### config.mk
export PLATFORM = sky130hd
export DESIGN_NAME = fca_ctrl
export DESIGN_NICKNAME = d
export VERILOG_FILES = /design/src/rtl/fca_pkg.sv /design/src/rtl/fca_ctrl.sv
export SDC_FILE = /design/constraint.sdc
export NUM_CORES = 1
export LEC_CHECK = 0
export BUFFER_PORTS_ARGS = -buffer_cell sky130_fd_sc_hd__buf_2
export CAP_MARGIN = 20
export CELL_PAD_IN_SITES_DETAIL_PLACEMENT = 0
export CELL_PAD_IN_SITES_GLOBAL_PLACEMENT = 1
export CORE_ASPECT_RATIO = 1.2
export CORE_MARGIN = 5
export CORE_UTILIZATION = 35
export CTS_CLUSTER_SIZE = 12
export DETAILED_ROUTE_END_ITERATION = 10
export PLACE_DENSITY = 0.65
export REMOVE_ABC_BUFFERS = 1
export SLEW_MARGIN = 20
export SYNTH_ARGS = -nofsm -noshare
export SYNTH_HDL_FRONTEND = slang
export SYNTH_SLANG_ARGS = --single-unit
### constraint.sdc
create_clock -name aclk -period 3.2 [get_ports aclk]
set_input_delay 0.32 -clock aclk [delete_from_list [all_inputs] [get_ports aclk]]
set_output_delay 0.32 -clock aclk [all_outputs]
set_load 0.005 [all_outputs]
### src/rtl/fca_pkg.sv
// Shared types, constants and request codes for the chain allocator.
// Used by every RTL file of the block but fca_ram; depends on nothing.
package fca_pkg;

    localparam int MAX_SECTORS          = 4096;
    localparam int LINKS_PER_FAT_SECTOR = 128;
    localparam int SECTOR_BYTES         = 512;

    localparam int SEC_W      = $clog2(MAX_SECTORS);
    localparam int CNT_W      = SEC_W + 1;
    localparam int LINK_W     = 16;
    localparam int TOTAL_W    = 13;
    localparam int LEN_W      = 22;
    localparam int REQ_W      = 3;
    localparam int STATUS_W   = 2;
    localparam int BYTE_SHIFT = $clog2(SECTOR_BYTES);
    localparam int NEED_W     = LEN_W + 1 - BYTE_SHIFT;
    localparam int LPF_SHIFT  = $clog2(LINKS_PER_FAT_SECTOR);
    localparam int TOTAL_X_W  = (TOTAL_W > CNT_W) ? TOTAL_W : CNT_W;

    localparam int S_TDATA_W = ((SEC_W + LEN_W + 7) / 8) * 8;
    localparam int S_TUSER_W = REQ_W;
    localparam int M_TDATA_W = ((SEC_W + TOTAL_W + 7) / 8) * 8;
    localparam int M_TUSER_W = STATUS_W + 2;

    // Register value after reset and the table geometry that follows from it.
    localparam int RESET_TOTAL = 4096;
    localparam int RESET_LIVE  = (RESET_TOTAL == 0 || RESET_TOTAL > MAX_SECTORS) ?
                                 MAX_SECTORS : RESET_TOTAL;
    localparam int RESET_ROOT  = 1 + (RESET_LIVE + LINKS_PER_FAT_SECTOR - 1) /
                                 LINKS_PER_FAT_SECTOR;

    localparam logic [LINK_W-1:0] MARK_FREE = 16'h0000;
    localparam logic [LINK_W-1:0] MARK_END  = 16'hFFFF;

    localparam logic [REQ_W-1:0] REQ_FORMAT = 3'd0;
    localparam logic [REQ_W-1:0] REQ_ALLOC  = 3'd1;
    localparam logic [REQ_W-1:0] REQ_FREE   = 3'd2;
    localparam logic [REQ_W-1:0] REQ_EXTEND = 3'd3;
    localparam logic [REQ_W-1:0] REQ_NEXT   = 3'd4;
    localparam logic [REQ_W-1:0] REQ_USED   = 3'd5;

    localparam logic [STATUS_W-1:0] STAT_OK    = 2'd0;
    localparam logic [STATUS_W-1:0] STAT_FULL  = 2'd1;
    localparam logic [STATUS_W-1:0] STAT_RANGE = 2'd2;

    typedef struct packed {
        logic [STATUS_W-1:0] status;
        logic [SEC_W-1:0]    sector_out;
        logic                is_end;
        logic                is_free;
        logic [TOTAL_W-1:0]  used_sectors;
    } fca_result_t;

    typedef struct packed {
        logic [SEC_W-1:0]  raddr;
        logic              we;
        logic [SEC_W-1:0]  waddr;
        logic [LINK_W-1:0] wdata;
    } fca_mem_req_t;

endpackage

### src/rtl/fca_ctrl.sv
// Request sequencer: format sweep, first-fit scans, chain walk and link reads
// over the link table RAM. Depends on fca_pkg.
module fca_ctrl (
    input  logic                               aclk,
    input  logic                               aresetn,
    input  logic [fca_pkg::TOTAL_W-1:0]        cfg_total,
    input  logic                               req_valid,
    output logic                               req_ready,
    input  logic [fca_pkg::REQ_W-1:0]          req_type,
    input  logic [fca_pkg::SEC_W-1:0]          req_sector,
    input  logic [fca_pkg::LEN_W-1:0]          req_len,
    output fca_pkg::fca_mem_req_t              mem,
    input  logic [fca_pkg::LINK_W-1:0]         mem_rdata,
    output logic                               res_valid,
    input  logic                               res_free,
    output fca_pkg::fca_result_t               res
);

    localparam logic [3:0] S_CLEAR     = 4'd0;
    localparam logic [3:0] S_IDLE      = 4'd1;
    localparam logic [3:0] S_ALLOC     = 4'd2;
    localparam logic [3:0] S_ALLOC_END = 4'd3;
    localparam logic [3:0] S_EXT       = 4'd4;
    localparam logic [3:0] S_EXT_END   = 4'd5;
    localparam logic [3:0] S_FREE      = 4'd6;
    localparam logic [3:0] S_NEXT      = 4'd7;
    localparam logic [3:0] S_USED      = 4'd8;
    localparam logic [3:0] S_DONE      = 4'd9;

    localparam int SEC_W  = fca_pkg::SEC_W;
    localparam int CNT_W  = fca_pkg::CNT_W;
    localparam int NEED_W = fca_pkg::NEED_W;
    localparam int X_W    = fca_pkg::TOTAL_X_W;

    logic [3:0]          state_reg, state_next;
    logic [CNT_W-1:0]    scan_addr_reg, scan_addr_next;
    logic                rd_pend_reg, rd_pend_next;
    logic [SEC_W-1:0]    rd_addr_reg, rd_addr_next;
    logic [NEED_W-1:0]   need_reg, need_next;
    logic [NEED_W-1:0]   cnt_reg, cnt_next;
    logic [SEC_W-1:0]    first_reg, first_next;
    logic [SEC_W-1:0]    prev_reg, prev_next;
    logic                have_prev_reg, have_prev_next;
    logic [CNT_W-1:0]    steps_reg, steps_next;
    logic [CNT_W-1:0]    nfree_reg, nfree_next;
    logic [CNT_W-1:0]    live_total_reg, live_total_next;
    logic [SEC_W-1:0]    root_reg, root_next;
    logic [SEC_W-1:0]    sec_reg, sec_next;
    logic                clr_req_reg, clr_req_next;
    fca_pkg::fca_result_t res_reg, res_next;

    logic [X_W-1:0]      t_ext;
    logic [CNT_W-1:0]    live_fmt;
    logic [X_W:0]        root_sum;
    logic [SEC_W-1:0]    root_fmt;
    logic [fca_pkg::LEN_W:0] len_round;
    logic [NEED_W-1:0]   need_req;
    logic                in_range;
    logic                issue;
    logic                hit;
    logic                over;
    logic                walk_stop;

    // Geometry for a format: a total of zero or above the table size selects the
    // full table; the root sits one past the reserved table sectors.
    assign t_ext    = X_W'(cfg_total);
    assign live_fmt = (t_ext == '0 || t_ext > X_W'(fca_pkg::MAX_SECTORS)) ?
                      CNT_W'(fca_pkg::MAX_SECTORS) : CNT_W'(t_ext);
    assign root_sum = (X_W + 1)'(live_fmt) + (X_W + 1)'(fca_pkg::LINKS_PER_FAT_SECTOR - 1);
    assign root_fmt = SEC_W'((root_sum >> fca_pkg::LPF_SHIFT) + 1'b1);

    assign len_round = {1'b0, req_len} + (fca_pkg::LEN_W + 1)'(fca_pkg::SECTOR_BYTES - 1);
    assign need_req  = (req_len == '0) ? NEED_W'(1) :
                       NEED_W'(len_round >> fca_pkg::BYTE_SHIFT);

    assign in_range = CNT_W'(req_sector) < live_total_reg;
    assign issue    = scan_addr_reg < live_total_reg;
    assign hit      = rd_pend_reg && (mem_rdata == fca_pkg::MARK_FREE);
    assign over     = !rd_pend_reg && !issue;

    // The walk ends on an end mark, a link off the table, a self link (its entry
    // has just been freed) or the step limit.
    assign walk_stop = (mem_rdata == fca_pkg::MARK_END) ||
                       (mem_rdata >= fca_pkg::LINK_W'(fca_pkg::MAX_SECTORS)) ||
                       (mem_rdata[SEC_W-1:0] == rd_addr_reg) ||
                       (CNT_W'(steps_reg + 1'b1) == CNT_W'(fca_pkg::MAX_SECTORS));

    assign req_ready = (state_reg == S_IDLE);
    assign res       = res_reg;

    always_comb begin
        state_next      = state_reg;
        scan_addr_next  = scan_addr_reg;
        rd_pend_next    = rd_pend_reg;
        rd_addr_next    = rd_addr_reg;
        need_next       = need_reg;
        cnt_next        = cnt_reg;
        first_next      = first_reg;
        prev_next       = prev_reg;
        have_prev_next  = have_prev_reg;
        steps_next      = steps_reg;
        nfree_next      = nfree_reg;
        live_total_next = live_total_reg;
        root_next       = root_reg;
        sec_next        = sec_reg;
        clr_req_next    = clr_req_reg;
        res_next        = res_reg;
        res_valid       = 1'b0;
        mem             = '0;
        mem.raddr       = scan_addr_reg[SEC_W-1:0];

        // Scan states fetch one entry a cycle; the data arrives in the next cycle.
        if (state_reg == S_ALLOC || state_reg == S_EXT || state_reg == S_USED) begin
            if (issue) begin
                scan_addr_next = scan_addr_reg + 1'b1;
                rd_pend_next   = 1'b1;
                rd_addr_next   = scan_addr_reg[SEC_W-1:0];
            end else begin
                rd_pend_next = 1'b0;
            end
        end

        case (state_reg)
            S_CLEAR: begin
                mem.we         = 1'b1;
                mem.waddr      = scan_addr_reg[SEC_W-1:0];
                mem.wdata      = (scan_addr_reg <= CNT_W'(root_reg)) ?
                                 fca_pkg::MARK_END : fca_pkg::MARK_FREE;
                scan_addr_next = scan_addr_reg + 1'b1;
                if (scan_addr_reg == CNT_W'(fca_pkg::MAX_SECTORS - 1)) begin
                    state_next = clr_req_reg ? S_DONE : S_IDLE;
                end
            end
            S_IDLE: begin
                mem.raddr = req_sector;
                if (req_valid) begin
                    res_next       = '0;
                    rd_pend_next   = 1'b0;
                    scan_addr_next = CNT_W'(root_reg) + 1'b1;
                    have_prev_next = 1'b0;
                    cnt_next       = '0;
                    nfree_next     = '0;
                    first_next     = '0;
                    steps_next     = '0;
                    rd_addr_next   = req_sector;
                    sec_next       = req_sector;
                    need_next      = need_req;
                    case (req_type)
                        fca_pkg::REQ_FORMAT: begin
                            live_total_next = live_fmt;
                            root_next       = root_fmt;
                            scan_addr_next  = '0;
                            clr_req_next    = 1'b1;
                            state_next      = S_CLEAR;
                        end
                        fca_pkg::REQ_ALLOC: begin
                            state_next = S_ALLOC;
                        end
                        fca_pkg::REQ_FREE, fca_pkg::REQ_EXTEND, fca_pkg::REQ_NEXT: begin
                            if (!in_range) begin
                                res_next.status = fca_pkg::STAT_RANGE;
                                state_next      = S_DONE;
                            end else if (req_type == fca_pkg::REQ_FREE) begin
                                state_next = S_FREE;
                            end else if (req_type == fca_pkg::REQ_EXTEND) begin
                                state_next = S_EXT;
                            end else begin
                                state_next = S_NEXT;
                            end
                        end
                        fca_pkg::REQ_USED: begin
                            state_next = S_USED;
                        end
                        default: begin
                            state_next = S_DONE;
                        end
                    endcase
                end
            end
            S_ALLOC: begin
                if (hit) begin
                    // The previous sector's link is written once its successor is known.
                    if (have_prev_reg) begin
                        mem.we    = 1'b1;
                        mem.waddr = prev_reg;
                        mem.wdata = fca_pkg::LINK_W'(rd_addr_reg);
                    end else begin
                        first_next = rd_addr_reg;
                    end
                    prev_next      = rd_addr_reg;
                    have_prev_next = 1'b1;
                    cnt_next       = cnt_reg + 1'b1;
                    if (NEED_W'(cnt_reg + 1'b1) == need_reg) begin
                        res_next.status = fca_pkg::STAT_OK;
                        state_next      = S_ALLOC_END;
                    end
                end else if (over) begin
                    res_next.status = fca_pkg::STAT_FULL;
                    state_next      = S_ALLOC_END;
                end
            end
            S_ALLOC_END: begin
                if (have_prev_reg) begin
                    mem.we    = 1'b1;
                    mem.waddr = prev_reg;
                    mem.wdata = fca_pkg::MARK_END;
                end
                res_next.sector_out = (res_reg.status == fca_pkg::STAT_OK) ? first_reg : '0;
                rd_pend_next        = 1'b0;
                state_next          = S_DONE;
            end
            S_EXT: begin
                if (hit) begin
                    mem.we              = 1'b1;
                    mem.waddr           = sec_reg;
                    mem.wdata           = fca_pkg::LINK_W'(rd_addr_reg);
                    prev_next           = rd_addr_reg;
                    res_next.sector_out = rd_addr_reg;
                    state_next          = S_EXT_END;
                end else if (over) begin
                    res_next.status = fca_pkg::STAT_FULL;
                    state_next      = S_DONE;
                end
            end
            S_EXT_END: begin
                mem.we       = 1'b1;
                mem.waddr    = prev_reg;
                mem.wdata    = fca_pkg::MARK_END;
                rd_pend_next = 1'b0;
                state_next   = S_DONE;
            end
            S_FREE: begin
                mem.raddr = mem_rdata[SEC_W-1:0];
                if (mem_rdata == fca_pkg::MARK_FREE) begin
                    state_next = S_DONE;
                end else begin
                    mem.we    = 1'b1;
                    mem.waddr = rd_addr_reg;
                    mem.wdata = fca_pkg::MARK_FREE;
                    if (walk_stop) begin
                        state_next = S_DONE;
                    end else begin
                        rd_addr_next = mem_rdata[SEC_W-1:0];
                        steps_next   = steps_reg + 1'b1;
                    end
                end
            end
            S_NEXT: begin
                if (mem_rdata == fca_pkg::MARK_END) begin
                    res_next.is_end = 1'b1;
                end else if (mem_rdata == fca_pkg::MARK_FREE) begin
                    res_next.is_free = 1'b1;
                end else begin
                    res_next.sector_out = mem_rdata[SEC_W-1:0];
                end
                state_next = S_DONE;
            end
            S_USED: begin
                if (hit) begin
                    nfree_next = nfree_reg + 1'b1;
                end else if (over) begin
                    res_next.used_sectors = fca_pkg::TOTAL_W'(live_total_reg - nfree_reg);
                    state_next            = S_DONE;
                end
            end
            S_DONE: begin
                res_valid = 1'b1;
                if (res_free) begin
                    state_next = S_IDLE;
                end
            end
            default: begin
                state_next = S_IDLE;
            end
        endcase
    end

    always_ff @(posedge aclk) begin
        if (!aresetn) begin
            state_reg      <= S_CLEAR;
            scan_addr_reg  <= '0;
            rd_pend_reg    <= 1'b0;
            clr_req_reg    <= 1'b0;
            live_total_reg <= CNT_W'(fca_pkg::RESET_LIVE);
            root_reg       <= SEC_W'(fca_pkg::RESET_ROOT);
        end else begin
            state_reg      <= state_next;
            scan_addr_reg  <= scan_addr_next;
            rd_pend_reg    <= rd_pend_next;
            clr_req_reg    <= clr_req_next;
            live_total_reg <= live_total_next;
            root_reg       <= root_next;
        end
    end

    always_ff @(posedge aclk) begin
        rd_addr_reg   <= rd_addr_next;
        need_reg      <= need_next;
        cnt_reg       <= cnt_next;
        first_reg     <= first_next;
        prev_reg      <= prev_next;
        have_prev_reg <= have_prev_next;
        steps_reg     <= steps_next;
        nfree_reg     <= nfree_next;
        sec_reg       <= sec_next;
        res_reg       <= res_next;
    end

endmodule

==> results.yml <==
outcome:
  status: "completed"
layout:
  final_cell_area_mm2: 0.0126
  layout.nets: 1410
  final_cell_mix: "142 x buf_2, 121 x nand2_1, 120 x edfxtp_1"
  final_layout_size_suffix_gt1_frac: 0.187
  largest_reg_flops: 29
  area_growth_pct: 18.2
  final_common_cell: "buf_2"
  nFillCells: 3101
sta:
  drv_slew: 0
  setup_ws_ns: 0.181
  worstMarginPinSlew_ns: 0.960
  setup_violations: 0
  min_period_ns: 3.02
  clock_skew_ns: 0.0117
  fmax_mhz: 331
  slew_headroom: 0.354
  hold_viol: 0
  rsz0062_at_grt: "no"
  post-route-period-util: 0.943
global_routing:
  grt_use_met1: 0.246
  grt_pass1_vias: 9126
  grt_pass1_wl_um: 51900
  track_usage: 0.194
  met3_usage: 0.0312
  antenna_found_initial: 1
  grt_max_degree: 35
  grt-ovfl-total: 0
  grt_use_met2: 0.329
  gr-max-usage-layer: "met2"
floorplan:
  die_height_um: 201
  row_count: 70
  fp.coreArea_mm2: 0.0303
  initial_core_util: 0.353
  ioPinCount: 142
  fp.dieW_um: 170
  dieArea_mm2: 0.0341
cts:
  clk_latency_ns: 0.44
  cts_tree: "yes"
  clk_pin_slew_ns: 0.08
  h-tree-depth: 4
  cts_max_path_buffers: 2
  cts_buffers: 17
  cts_root_buf: "clkbuf_16"
  cts.sinks: 172
routing:
  dr.pass1.iters: 8
  remaining_drc_errors: 0
  detail-route-antenna-nets: 0
  vias: 9233
  wl_per_cell_um: 19.6
  viasPerCell: 5.43
  totalWireLength_um: 33400
  drtIter0Drc: 737
power:
  cellPowerDensity_mw_per_mm2: 413
  leakagePower_nw: 5.05
  clockPowerShare: 0.407
  power_frac_comb: 0.079
  power_w: 0.00522
  internal-power_w: 0.00379
  peakVddDrop_mv: 0.265
  power_switching_w: 0.00143
  p_seq_frac: 0.514
  swShare: 0.275
critical_path:
  critPathMaxFanout: 13
  r2r_cells: 9
  crit_path_frequent_cell: "o21a_1"
  cp-start-kind: "register"
  critPathArrivalTime_ns: 2.70
  cpMaxStageDelayCell: "dfxtp_2"
  crit_path_end_kind: "output port"
  path_class: "register to output port"
  cpPeakStageDelay_ns: 0.39
  crit_required_ns: 2.88
  path_cells: "inv_1 > ha_1 > nor2b_1 > o21a_1 > o21a_1 > o21a_1 > o211ai_1 > a21oi_2 > o21ai_1 > buf_6 > a21o_1 > buf_2"
yosys:
  synth_top_area_cell: "edfxtp_1"
  synth_cells: 1140
  synth.area.top_cells: "edfxtp_1 34%, dfxtp_1 9.7%, ha_1 5.7%"
  synthFlopType: "edfxtp_1"
  synth_seq_cells: 172
  yosysWarnings: 0
  seq_area_frac_synth: 0.435
  yosysUniqueCellTypes: 73
  synth_edf_count: 120
  avgSynthCellArea_um2: 9.37
  async_flop_share: 0
  synth_top_area_frac: 0.337
  synth_area_mm2: 0.0107
placement:
  dpl_cell_area_mm2: 0.0120
  place_congestion: 0.851
  dpl.hpwl_um: 25500
  io_buffer_count: 141
  pre_cts_ws_ns: 0.229
run:
  maxCapViolCount: 0
hold_path:
  hold_class: "input pin to register"
  holdPathStages: 1
per-stage QoR:
stage / setup TNS, ns / util / std cells / hold WS [ns]
after detailed placement: 0 / 0.396 / 1666 / 0.505
after global routing: 0 / 0.417 / 1700 / 0.144
after CTS: 0 / 0.416 / 1698 / 0.138
final: 0 / 0.417 / 1700 / 0.153
after floorplan: -33.48 / - / 1083 / 0.409
after global placement: 0 / 0.396 / 1665 / 0.507
final cells by class:
cell class / instances / area [um2] / share of cell area
antenna: 1 / 2.50 / 0.000198
multi-input combinational: 847 / 5580 / 0.441
tap: 396 / 495 / 0.0392
inverter: 64 / 240 / 0.0190
clock inverter: 15 / 169 / 0.0134
sequential: 172 / 4650 / 0.368
timing repair buffer: 188 / 1070 / 0.0849
clock buffer: 17 / 425 / 0.0337
what timing repair did:
| action | 4_1_cts | 5_1_grt |
|---|---|---|
| setup endpoints to repair | 0 | 16 |
| buffers inserted | 0 | 1 |
| resized for setup | 0 | 5 |
| hold buffers | 0 | 0 |
path summary, 6_finish.rpt:
path | start | to | slack (ns)
min | req_sector[0] | sec_reg[0]$_DFFE_PP_ | 0.15
max reg2reg | steps_reg[0]$_SDFFCE_PN0P_ | steps_reg[8]$_SDFFCE_PN0P_ | 0.22
min reg2reg | root_reg[4]$_SDFFE_PN0P_ | root_reg[4]$_SDFFE_PN0P_ | 0.52
max | root_reg[1]$_SDFFE_PN0P_ | mem[1] | 0.18
cell usage after synthesis, types with 3 or more instances:
library cell  number
and3_1            21
nor4_1            17
nor2_1            92
a311oi_1           3
o22ai_1            7
nand4_1           23
ha_1              49
and2_1            29
a21oi_1           49
edfxtp_1         120
o21a_1            11
nand3_1           36
a31oi_1            5
nor3_1            35
buf_1              6
nand2b_1          13
o21ai_1            7
mux2i_1           12
nand2_1          121
a222oi_1          24
dfxtp_1           52
a2111oi_0          3
o211a_1            5
xor2_1            31
a21o_1            16
o2bb2ai_1          3
buf_4              8
inv_1             63
nor3b_1            6
a22oi_1           32
clkbuf_1          33
a211oi_1           3
buf_2              7
or3_1              9
nor2b_1           24
o21ai_0           43
o211ai_1           7
xnor2_1           56
a311o_1            3
and4_1             7
a21boi_0           7
routing by layer:
metal	wire, um	vias up
li1	-	4495
met1	14400	4421
met2	16500	254
met3	1430	63
met4	1010	0
met5	0	-
worst max-delay path: cells and delay by family, from the launching register on:
family / cells / cell delay [ns]
buffers and inverters: 3 / 0.36
DFF: 1 / 0.39
AOI/OAI and AO/OA: 7 / 1.09
adders and majority gates: 1 / 0.30
and+or+nand+nor: 1 / 0.14
power by group through the flow:
stage | clock network [W] | logic (W) | registers (W)
2_1_floorplan | 0 | 0.000230 | 0.00263
3_3_place_gp | 0 | 0.000405 | 0.00273
3_5_place_dp | 0 | 0.000410 | 0.00272
4_1_cts | 0.00217 | 0.000411 | 0.00267
5_1_grt | 0.00227 | 0.000464 | 0.00269
6_report | 0.00212 | 0.000411 | 0.00268
kinds of logic (layout without fill, tap and decap cells):
family | Yosys count | after routing | synth area share
buffers and inverters | 121 | 284 | 0.0480
DFF | 172 | 172 | 0.435
and+or+nand+nor | 446 | 446 | 0.209
xor gates and xnor gates | 88 | 88 | 0.0734
other | 0 | 1 | 0
AOI/OAI and AO/OA | 249 | 249 | 0.163
adders and majority gates | 51 | 51 | 0.0602
muxes | 13 | 13 | 0.0123
Note: power is estimated with default switching activity, not from simulation.
